`config.mk`:
```
export PLATFORM = sky130hd
export DESIGN_NAME = cartridge_bank_switch_scrambled
export DESIGN_NICKNAME = d
export VERILOG_FILES = /design/src/rtl/core/cbs_pkg.sv /design/src/rtl/core/cartridge_bank_switch_scrambled.sv
export SDC_FILE = /design/constraint.sdc
export NUM_CORES = 1
export LEC_CHECK = 0
export ABC_AREA = 0
export BUFFER_PORTS_ARGS = -buffer_cell sky130_fd_sc_hd__clkbuf_2
export CAP_MARGIN = 40
export CORE_UTILIZATION = 40
export CTS_CLUSTER_DIAMETER = 120
export DETAILED_ROUTE_END_ITERATION = 10
export GPL_TIMING_DRIVEN = 0
export PLACE_DENSITY = 0.57
export SYNTH_ARGS = -nofsm -noshare
export SYNTH_HDL_FRONTEND = slang
export SYNTH_SLANG_ARGS = --single-unit
```
`constraint.sdc`:
```
create_clock -name i_clk -period 5 [get_ports i_clk]
set_input_delay 0.5 -clock i_clk [delete_from_list [all_inputs] [get_ports i_clk]]
set_output_delay 0.5 -clock i_clk [all_outputs]
set_load 0.01 [all_outputs]
```
`src/rtl/core/cbs_pkg.sv`:
```
`timescale 1ns / 1ps
// ----------------------------------------------------------------------------
// cbs_pkg: shared types and constants of the scrambled cartridge bank switch
// Request structs, register indexes, decode keys and the bit swap helpers.
// ----------------------------------------------------------------------------
package cbs_pkg;

    // Number of 1 KiB pattern bank slots.
    localparam int PATTERN_SLOTS = 8;
    localparam int SLOT_W        = $clog2(PATTERN_SLOTS);

    // Configuration port geometry.
    localparam int CFG_INDEX_W = 2;
    localparam int CFG_DATA_W  = 8;

    // Configuration register indexes.
    localparam logic [CFG_INDEX_W-1:0] CFG_PRG_BANK_LIMIT = 2'd0;
    localparam logic [CFG_INDEX_W-1:0] CFG_CHR_BANK_LIMIT = 2'd1;

    // Reset values.
    localparam logic [3:0] PRG_LIMIT_RESET = 4'hF;
    localparam logic [7:0] CHR_LIMIT_RESET = 8'hFF;
    localparam logic [3:0] PRG_LOW_RESET   = 4'd0;
    localparam logic [3:0] PRG_HIGH_RESET  = 4'd1;

    // Decode keys: address bits 15:12 followed by address bits 3:0.
    localparam logic [7:0] KEY_PRG_LOW  = 8'h80;
    localparam logic [7:0] KEY_MIRROR   = 8'h88;
    localparam logic [7:0] KEY_PRG_HIGH = 8'hA0;

    // Address bits 15:12 of the pattern register groups.
    localparam logic [3:0] PAGE_A = 4'hA;
    localparam logic [3:0] PAGE_C = 4'hC;
    localparam logic [3:0] PAGE_E = 4'hE;

    // One CPU write request.
    typedef struct packed {
        logic [15:0] bus_address;
        logic [7:0]  write_data;
    } t_in_req;

    // One mapping report.
    typedef struct packed {
        logic [3:0] prg_bank_low_window;
        logic [3:0] prg_bank_high_window;
        logic       mirror_horizontal;
        logic [7:0] chr_bank_0;
        logic [7:0] chr_bank_1;
        logic [7:0] chr_bank_2;
        logic [7:0] chr_bank_3;
        logic [7:0] chr_bank_4;
        logic [7:0] chr_bank_5;
        logic [7:0] chr_bank_6;
        logic [7:0] chr_bank_7;
    } t_out_req;

    // Program bank data has bits 1 and 3 swapped.
    function automatic logic [3:0] swap_bits_1_3(input logic [3:0] d);
        return {d[1], d[2], d[3], d[0]};
    endfunction

    // High nibble pattern data has bits 1 and 2 swapped.
    function automatic logic [3:0] swap_bits_1_2(input logic [3:0] d);
        return {d[3], d[1], d[2], d[0]};
    endfunction

endpackage

```
`src/rtl/core/cartridge_bank_switch_scrambled.sv`:
```
`timescale 1ns / 1ps
// ----------------------------------------------------------------------------
// cartridge_bank_switch_scrambled: scrambled cartridge bank switch
// Decodes CPU writes into program, mirroring and pattern bank registers and
// reports the complete mapping after every write.
// ----------------------------------------------------------------------------
// Every accepted write request updates the bank registers at that clock edge
// and loads the resulting mapping into the result register, so a report is
// offered in the cycle after its write. One request is taken in every cycle:
// the input is held off only while the result register is full and the
// downstream side stalls it. A report carries the whole mapping as it stands
// after its own write, independent of later writes. The limit registers clamp
// a bank value that exceeds them by ANDing it with the limit.
module cartridge_bank_switch_scrambled (
    input  logic                            i_clk,
    input  logic                            i_rst_n,
    input  logic                            i_in_valid,
    output logic                            o_in_stall,
    input  cbs_pkg::t_in_req                i_in,
    output logic                            o_out_valid,
    input  logic                            i_out_stall,
    output cbs_pkg::t_out_req               o_out,
    input  logic                            i_cfg_we,
    input  logic [cbs_pkg::CFG_INDEX_W-1:0] i_cfg_index,
    input  logic [cbs_pkg::CFG_DATA_W-1:0]  i_cfg_data
);
    import cbs_pkg::*;

    // Configuration registers.
    logic [3:0] r_prg_limit;
    logic [7:0] r_chr_limit;

    // Mapping state.
    logic [3:0] r_prg_low, n_prg_low;
    logic [3:0] r_prg_high, n_prg_high;
    logic       r_mirror, n_mirror;
    logic [7:0] r_chr [PATTERN_SLOTS];
    logic [7:0] n_chr [PATTERN_SLOTS];

    // Result register.
    logic       r_out_valid;
    t_out_req   r_out;
    t_out_req   n_out;

    logic       in_accept;
    logic [7:0] key;
    logic [3:0] page;
    logic [3:0] lo;
    logic       chr_hit;
    logic [SLOT_W-1:0] chr_slot;
    logic [3:0] prg_swapped;
    logic [3:0] prg_value;
    logic [7:0] chr_merged;
    logic [7:0] chr_value;

    // Handshake: take a request whenever the result register can be refilled.
    assign o_in_stall = r_out_valid && i_out_stall;
    assign in_accept  = i_in_valid && !o_in_stall;

    // Configuration writes; indexes beyond the list are ignored.
    always_ff @(posedge i_clk) begin
        if (!i_rst_n) begin
            r_prg_limit <= PRG_LIMIT_RESET;
            r_chr_limit <= CHR_LIMIT_RESET;
        end else if (i_cfg_we) begin
            if (i_cfg_index == CFG_PRG_BANK_LIMIT) begin
                r_prg_limit <= i_cfg_data[3:0];
            end
            if (i_cfg_index == CFG_CHR_BANK_LIMIT) begin
                r_chr_limit <= i_cfg_data[7:0];
            end
        end
    end

    // Address decode on bits 15:12 and 3:0.
    assign page = i_in.bus_address[15:12];
    assign lo   = i_in.bus_address[3:0];
    assign key  = {page, lo};

    always_comb begin
        chr_hit  = 1'b0;
        chr_slot = '0;
        unique case (page)
            PAGE_A: begin
                if (lo[3:2] == 2'b10) begin
                    chr_hit  = 1'b1;
                    chr_slot = SLOT_W'({2'b00, lo[1]});
                end
            end
            PAGE_C: begin
                if (lo[3:2] == 2'b00) begin
                    chr_hit  = 1'b1;
                    chr_slot = SLOT_W'({2'b01, lo[1]});
                end else if (lo[3:2] == 2'b10) begin
                    chr_hit  = 1'b1;
                    chr_slot = SLOT_W'({2'b10, lo[1]});
                end
            end
            PAGE_E: begin
                if (lo[3:2] == 2'b00) begin
                    chr_hit  = 1'b1;
                    chr_slot = SLOT_W'({2'b11, lo[1]});
                end
            end
            default: begin
                chr_hit = 1'b0;
            end
        endcase
    end

    // Descrambled and clamped program bank value.
    assign prg_swapped = swap_bits_1_3(i_in.write_data[3:0]);
    assign prg_value   = (prg_swapped > r_prg_limit) ? (prg_swapped & r_prg_limit)
                                                     : prg_swapped;

    // Nibble merge with the addressed pattern register, then clamp.
    assign chr_merged = lo[0] ? {swap_bits_1_2(i_in.write_data[3:0]), r_chr[chr_slot][3:0]}
                              : {r_chr[chr_slot][7:4], i_in.write_data[3:0]};
    assign chr_value  = (chr_merged > r_chr_limit) ? (chr_merged & r_chr_limit)
                                                   : chr_merged;

    // Next mapping state after this request.
    always_comb begin
        n_prg_low  = r_prg_low;
        n_prg_high = r_prg_high;
        n_mirror   = r_mirror;
        for (int i = 0; i < PATTERN_SLOTS; i++) begin
            n_chr[i] = r_chr[i];
        end
        if (key == KEY_PRG_LOW) begin
            n_prg_low = prg_value;
        end
        if (key == KEY_PRG_HIGH) begin
            n_prg_high = prg_value;
        end
        if (key == KEY_MIRROR) begin
            n_mirror = i_in.write_data[0];
        end
        if (chr_hit) begin
            n_chr[chr_slot] = chr_value;
        end
    end

    // Report built from the updated state.
    always_comb begin
        n_out.prg_bank_low_window  = n_prg_low;
        n_out.prg_bank_high_window = n_prg_high;
        n_out.mirror_horizontal    = n_mirror;
        n_out.chr_bank_0           = n_chr[0];
        n_out.chr_bank_1           = n_chr[1];
        n_out.chr_bank_2           = n_chr[2];
        n_out.chr_bank_3           = n_chr[3];
        n_out.chr_bank_4           = n_chr[4];
        n_out.chr_bank_5           = n_chr[5];
        n_out.chr_bank_6           = n_chr[6];
        n_out.chr_bank_7           = n_chr[7];
    end

    // Mapping state registers.
    always_ff @(posedge i_clk) begin
        if (!i_rst_n) begin
            r_prg_low  <= PRG_LOW_RESET;
            r_prg_high <= PRG_HIGH_RESET;
            r_mirror   <= 1'b0;
            for (int i = 0; i < PATTERN_SLOTS; i++) begin
                r_chr[i] <= 8'(i);
            end
        end else if (in_accept) begin
            r_prg_low  <= n_prg_low;
            r_prg_high <= n_prg_high;
            r_mirror   <= n_mirror;
            for (int i = 0; i < PATTERN_SLOTS; i++) begin
                r_chr[i] <= n_chr[i];
            end
        end
    end

    // Result register valid flag.
    always_ff @(posedge i_clk) begin
        if (!i_rst_n) begin
            r_out_valid <= 1'b0;
        end else if (in_accept) begin
            r_out_valid <= 1'b1;
        end else if (!i_out_stall) begin
            r_out_valid <= 1'b0;
        end
    end

    // Result register payload.
    always_ff @(posedge i_clk) begin
        if (in_accept) begin
            r_out <= n_out;
        end
    end

    assign o_out_valid = r_out_valid;
    assign o_out       = r_out;

endmodule

```
# --- After elaboration in Yosys (flattened, before gate mapping) ---
# Memory sizes are Yosys's and may differ from the RTL's.
# Index checks and enable logic that the tools add are counted.
op_classes:
  n_addsub: 0
  multipliers: 0
  div: 0
  n_lt_le_gt_ge: 4
  eq_ne: 9
  n_shift: 0
  mux: 33
  n_bitwise: 11
  reduce_logical: 8
ops:
  columns: ["cell", "count"]
  rows:
  - ["2-to-1 mux 8 bit", 11]
  - ["bitwise mux 64 bit", 1]
  - ["2-to-1 mux 64 bit", 1]
  - ["demux 8 bit (select 3 bit)", 1]
  - ["equality test 8 bit, second input constant", 3]
  - ["equality test 4 bit, second input constant", 3]
  - ["2-to-1 mux 4 bit", 3]
  - ["2-to-1 mux 1 bit", 11]
  - ["2-to-1 mux 3 bit", 3]
  - ["case mux 3 bit (3 select lines)", 1]
  - ["bitwise AND 8 bit", 1]
  - ["> comparator 8 bit", 1]
  - ["OR 1 bit", 8]
  - ["bitwise AND 4 bit", 1]
  - ["greater-or-equal comparator 4 bit, second input constant", 1]
  - ["> comparator 4 bit", 1]
  - ["zero test 2 bit", 2]
  - ["< comparator 4 x 1 -> 1 bit, second input constant", 1]
  - ["inverter 3 -> 4 bit", 1]
  - ["AND reduction 2 bit", 2]
  - ["logical AND 1 bit", 3]
  - ["case mux 1 bit (3 select lines)", 1]
  - ["equality test 2 x 1 -> 1 bit, second input constant", 1]
  - ["equality test 2 bit, second input constant", 1]
  - ["2 further kinds", 2]
word_totals:
  reg_bits: 95
  latchBits: 0
  ramBits: 64
  rom_bits: 0
  input_bits: 39
  memories: 1
memory_table:
  columns: ["name", "words", "word_bits", "read_ports", "rd_ports_with_merged_regs", "wr", "line", "rtl"]
  rows:
  - ["r_chr", 8, 8, 9, 0, 8, "cartridge_bank_switch_scrambled.sv:37", "logic [7:0] r_chr [PATTERN_SLOTS];"]

# --- Depth between registers and ports, before layout ---
# Gate-level depths: netlist of the first run.
depth:
  depth_word: 12
  ltp_mapped: 19
  mapped_depth_nobuf: 13

# --- Worst setup path after synthesis of the first run ---
# No wires, ideal clock.
synth_path:
  kind: "input port to flip-flop"
  from: "in i_in[10] in the netlist's numbering"
  to: "mem r_chr[6][5], data pin"
  t_arrival_ns: 3.979
  slack_ns: 0.744
  stages: 18
  cell_sequence: "buf_6 -> or3b_1 -> buf_4 -> or2_1 -> buf_4 -> o22ai_2 -> o22a_1 -> o32a_4 -> buf_6 -> inv_1 -> ha_1 -> and3_1 -> o21a_1 -> o31ai_2 -> nor2_1 -> buf_2 -> nor2_1 -> a211oi_1"
synth_lines:
  columns: ["element", "line", "rtl"]
  rows:
  - ["from (decl)", "cartridge_bank_switch_scrambled.sv:19", "input cbs_pkg::t_in_req i_in,"]
  - ["to (decl)", "cartridge_bank_switch_scrambled.sv:37", null]

==> results of run 1 <==
[power by group through the flow]
stage / combinational [W] / sequential [W] / clock [W]
final: 0.000387 / 0.00156 / 0.00126
after global routing: 0.000421 / 0.00157 / 0.00133
after CTS: 0.000385 / 0.00156 / 0.00128
after detailed placement: 0.000383 / 0.00159 / 0
after floorplan: 0.000223 / 0.00160 / 0
after global placement: 0.000369 / 0.00159 / 0
[logic make-up after synthesis]
family	synth area share
flip-flops	0.545
adder cells (fa/ha/maj)	0.0360
buffers and inverters	0.0409
AND/OR/NAND/NOR	0.122
multiplexers	0.0530
AO/OA/AOI/OAI	0.203
[layer usage]
metal	track usage	share of wire
met1	0.313	0.45
met2	0.368	0.47
met3	0.0472	0.067
met4	0.0594	0.015
met5	0	0
[final timing paths]
check	from	slack, ns	cells after the start	endpoint
min	i_in_valid	0.29	2	o_out_valid
max reg2reg	r_chr[3][5]	0.60	15	o_out[52]
min reg2reg	r_mirror	0.47	2	r_mirror
max	i_in[21]	0.25	19	o_out[52]
[critical path, delay by kind of cell]
kind / cells / cell delay [ns]
AOI/OAI and AO/OA: 2 / 0.77
adders and majority gates: 1 / 0.30
buffers and inverters: 8 / 1.81
muxes: 1 / 0.29
and+or+nand+nor: 7 / 1.26
[through the flow]
step                setup TNS [ns]  worst slack (ns)
floorplan                        0             0.744
global placement            -15.00            -0.323
detailed placement          -16.54            -0.313
CTS                              0             0.118
global route                     0           0.00117
finish                           0             0.251
[cell usage after synthesis, types with 20 or more instances]
cell,instances,share of area
a211oi_1,40,0.036
o21ai_0,20,0.012
inv_1,26,0.012
dfxtp_1,22,0.053
edfxtp_1,137,0.49
a21oi_1,76,0.046
nor2_1,54,0.024
mux2i_1,36,0.043
o211ai_1,20,0.018
nor3_1,31,0.019
nand2_1,48,0.022
ha_1,24,0.036
[area by class of cell]
cell class,count,area (µm²)
Clock inverter,15,134
Multi-Input combinational cell,497,3470
Inverter,27,109
Timing Repair Buffer,107,586
Sequential cell,159,4550
Fill cell,1874,10500
Clock buffer,17,425
Tap cell,270,338
Buffer,44,235
[timing repair]
| action | 4_1_cts | 5_1_grt |
|---|---|---|
| endpoints found under the setup margin | 0 | 73 |
| resized for setup | 0 | 2 |
| setup buffers | 0 | 5 |
[registers in the layout, summed over array words and instances (netlist names)]
signal and flops:
o_out 73, o_out_valid 1, r_chr 64, r_chr_limit 8, r_mirror 1, r_prg_high 4
r_prg_limit 4, r_prg_low 4
==> impl_metrics.py, run 1 <==
metrics = {
    "run_status": {
        "status": "completed",
    },
    "route": {
        "drt-pass1-iter-count": 5,
        "vias": 6526,
        "vias_per_cell": 5.74,
        "wl_per_cell_um": 21.2,
        "drc": 0,
        "drt-total-wl_um": 24100,
        "ant_nets": 0,
        "drtIter0Drc": 704,
    },
    "final_layout": {
        "final_cell_mix": "edfxtp_1, clkbuf_2, a21oi_1",
        "diodes": 0,
        "layout-drive-gt1-share": 0.251,
        "stdcell_area_um2": 9850,
        "utilization": 0.484,
        "finalNetCount": 916,
        "syn2layout_area_growth_pct": 18.0,
        "final_common_cell": "edfxtp_1",
        "layout.cells.non_filler": 1136,
    },
    "power": {
        "internal-power_w": 0.00235,
        "power.switching_w": 0.000861,
        "seqPwrFrac": 0.487,
        "power_frac_clock": 0.392,
        "p_total_w": 0.00321,
        "switching_share": 0.268,
        "p_leak_nw": 3.67,
        "power_density_nw_per_um2": 326,
        "ir_drop_uv": 216,
        "pwr-share-comb": 0.121,
    },
    "timing": {
        "final_hold_viol_count": 0,
        "drv_slew": 0,
        "skew_ns": 0.0118,
        "worstMarginPinSlew_ns": 0.780,
        "setup_viol": 0,
        "min_period_ns": 4.75,
        "period_share": 0.950,
        "rsz0062_at_grt": "false",
        "relSlewSlack": 0.479,
        "hold_ws_ns": 0.287,
        "clock.fmax_ghz": 0.211,
    },
    "cts": {
        "cts_root_buffer": "clkbuf_16",
        "clockBufferDepth": 2,
        "clkSinkCount": 159,
        "clk_pin_slew_ns": 0.07,
        "h-tree-depth": 4,
        "numCtsBuffers": 17,
        "tritoncts": "yes",
        "clkLatencyLatePin_ns": 0.43,
        "ctsHoldBuffers": 0,
    },
    "global_route": {
        "grt_max_degree": 69,
        "grt_pass1_vias": 6337,
        "antenna_found_initial": 0,
        "grt_pass1_wl_um": 37100,
        "grt-ovfl-total": 0,
        "grt_use_total": 0.228,
    },
    "critical_path": {
        "path_class": "input pin to flip-flop",
        "crit_path_start_kind": "input pin",
        "cp_slowest_stage_delay_ns": 0.40,
        "critPathCaptureType": "flip-flop",
        "crit_arrival_ns": 4.94,
        "slowest_stage": "a221oi_1",
        "worstPathMaxFanout": 10,
        "critPathRequiredTime_ns": 5.19,
        "crit_path_frequent_cell": "buf_2",
        "crit_chain": "clkbuf_2 > nand4bb_1 > buf_2 > buf_2 > nor3_1 > nor4_1 > mux2_2 > o21ai_2 > buf_2 > inv_1 > ha_1 > and3_1 > and4_1 > clkbuf_1 > nor2_1 > buf_2 > buf_4 > nor2_1 > a221oi_1",
    },
    "logic_synthesis": {
        "ys_warn_count": 0,
        "syn_avg_cell_area_um2": 11.5,
        "ys_async_sr_fraction": 0,
        "synth_edf_count": 137,
        "ys_seq_elements": 159,
        "syn_nets": 790,
        "synth.distinct_cells": 78,
        "ys.flop_type": "edfxtp_1",
        "seq_area_frac_synth": 0.545,
        "syn_inst": 727,
        "netlist_area_um2": 8350,
    },
    "placement": {
        "place_inst": 1099,
        "post_dp_cell_area_um2": 9250,
        "port_buffers": 100,
        "hpwl_um": 17800,
        "place.gp.congestion": 0.918,
    },
    "floorplan": {
        "fp.dieH_um": 146,
        "die-area_um2": 21500,
        "core_um2": 20400,
        "start_util": 0.410,
        "io_pins": 114,
        "die_w_um": 146,
        "rows": 52,
    },
    "hold_path": {
        "hp-class": "input pin to flip-flop",
    },
    "run": {
        "max-cap-violations": 0,
    },
}
(Power assumes the default switching activity.)
==> run 2, diff against run 1 <==
--- a/config.mk
+++ b/config.mk
@@ -9,6 +9,7 @@
 export BUFFER_PORTS_ARGS = -buffer_cell sky130_fd_sc_hd__clkbuf_2
 export CAP_MARGIN = 40
 export CORE_UTILIZATION = 40
+export CTS_BUF_LIST = sky130_fd_sc_hd__clkbuf_8
 export CTS_CLUSTER_DIAMETER = 120
 export DETAILED_ROUTE_END_ITERATION = 10
 export GPL_TIMING_DRIVEN = 0
==> impl_metrics.py, run 2 (synthesis gave the netlist of run 1 again) <==
metrics = {
    "run_status": {
        "status": "completed",
    },
    "timing": {
        "min_period_ns": 4.76,
        "skew_ns": 0.0117,
        "rsz0062_at_grt": "false",
        "final_hold_viol_count": 0,
        "clock.fmax_ghz": 0.210,
        "period_share": 0.951,
        "drv_slew": 0,
        "setup_viol": 0,
        "relSlewSlack": 0.479,
        "worstMarginPinSlew_ns": 0.780,
    },
    "placement": {
        "place_inst": 1099,
        "port_buffers": 100,
        "hpwl_um": 17800,
        "post_dp_cell_area_um2": 9250,
        "place.gp.congestion": 0.918,
    },
    "final_layout": {
        "layout.cells.non_filler": 1136,
        "largest_register_ffs": 73,
        "syn2layout_area_growth_pct": 15.7,
        "regArea_um2": 4550,
        "n_fill_cell": 1887,
        "utilization": 0.475,
        "finalNetCount": 916,
        "diodes": 0,
        "multi_input_area_um2": 3470,
        "stdcell_area_um2": 9660,
        "layout-drive-gt1-share": 0.251,
        "final_cell_mix": "edfxtp_1, clkbuf_2, a21oi_1",
        "final_common_cell": "edfxtp_1",
    },
    "cts": {
        "cts_root_buffer": "clkbuf_8",
        "numCtsBuffers": 17,
        "tritoncts": "yes",
        "h-tree-depth": 4,
        "clk_pin_slew_ns": 0.09,
        "clockBufferDepth": 2,
        "clkLatencyLatePin_ns": 0.46,
        "clkSinkCount": 159,
        "ctsHoldBuffers": 0,
    },
    "critical_path": {
        "path_class": "input pin to flip-flop",
        "path_delay_family": "buffers and inverters",
        "critPathRequiredTime_ns": 5.21,
        "crit_path_frequent_cell": "buf_2",
        "crit_chain": "clkbuf_2 > nand4bb_1 > buf_2 > buf_2 > nor3_1 > nor4_1 > mux2_2 > o21ai_2 > buf_2 > inv_1 > ha_1 > and3_1 > and4_1 > clkbuf_1 > nor2_1 > buf_2 > buf_4 > nor2_1 > a221oi_1",
        "critPathCaptureType": "flip-flop",
        "crit_path_start_kind": "input pin",
        "crit_buf_inv": 8,
        "cp_slowest_stage_delay_ns": 0.42,
        "slowest_stage": "a221oi_1",
        "worstPathMaxFanout": 10,
        "crit_arrival_ns": 4.97,
    },
    "floorplan": {
        "io_pins": 114,
        "die_w_um": 146,
        "die-area_um2": 21500,
        "fp.dieH_um": 146,
        "core_um2": 20400,
        "start_util": 0.410,
        "rows": 52,
    },
    "route": {
        "drt-met1-wl_um": 10700,
        "ant_nets": 0,
        "drt-total-wl_um": 24100,
        "vias": 6545,
        "wl_per_cell_um": 21.2,
        "highest_layer": "met4",
        "vias_per_cell": 5.76,
        "drc": 0,
        "wl_met2_um": 11400,
        "drt-pass1-iter-count": 5,
        "wl_met3_um": 1590,
        "drtIter0Drc": 664,
    },
    "global_route": {
        "grt_pass1_vias": 6297,
        "grt_use_total": 0.227,
        "grt_pass1_wl_um": 36900,
        "grt-ovfl-total": 0,
        "grt_max_degree": 69,
        "antenna_found_initial": 0,
    },
    "power": {
        "p_leak_nw": 3.59,
        "power_density_nw_per_um2": 297,
        "ir_drop_uv": 142,
        "p_total_w": 0.00287,
    },
    "hold_path": {
        "hp-class": "input pin to flip-flop",
    },
    "run": {
        "max-cap-violations": 0,
    },
}
==> run 2: worst register-to-register path, delay by kind of cell (launching register included) <==
family                   cells  cell delay [ns]
flip-flops                   1             0.44
buffers and inverters        5             1.25
multiplexers                 1             0.29
AO/OA/AOI/OAI                2             0.79
adder cells (fa/ha/maj)      1             0.30
AND/OR/NAND/NOR              6             1.14
==> run 2: worst paths after layout <==
| path | from | endpoint | slack, ns | depth (start not counted) |
|---|---|---|---|---|
| setup / recovery | i_in[21] | o_out[52] | 0.24 | 19 |
| hold / removal | i_in_valid | o_out_valid | 0.26 | 2 |
| setup reg to reg | r_chr[3][5] | o_out[52] | 0.55 | 15 |
| hold reg to reg | r_mirror | r_mirror | 0.46 | 2 |
==> run 2: routing by layer <==
| layer | vias up | track usage |
|---|---|---|
| li1 | 3057 | - |
| met1 | 3195 | 0.313 |
| met2 | 267 | 0.367 |
| met3 | 26 | 0.0475 |
| met4 | 0 | 0.0531 |
| met5 | - | 0 |
==> run 2: final cells by class <==
cell class                 count  area share
inverter                      27      0.0113
tap                          270      0.0350
clock buffer                  17      0.0242
timing repair buffer         107      0.0606
sequential                   159       0.471
clock inverter                15      0.0139
buffer                        44      0.0243
multi-input combinational    497       0.359
==> run 2: per-stage QoR <==
stage	TNS (ns)	setup slack (ns)	hold WS (ns)
floorplan	0	0.744	0.433
global placement	-15.00	-0.323	0.439
detailed placement	-16.54	-0.313	0.447
CTS	0	0.155	0.239
global route	0	0.0157	0.250
finish	0	0.243	0.256
==> run 2: where the power goes <==
| group | internal (W) | leakage [nW] | switching [W] | total [W] |
|---|---|---|---|---|
| Clock | 0.000399 | 0.182 | 0.000524 | 0.000923 |
| Sequential | 0.00152 | 1.53 | 0.0000362 | 0.00156 |
| Combinational | 0.000131 | 1.88 | 0.000256 | 0.000387 |
==> run 2: what timing repair did <==
action | CTS | global route
setup endpoints to repair | 0 | 50
resized for setup | 0 | 2
buffers inserted | 0 | 5
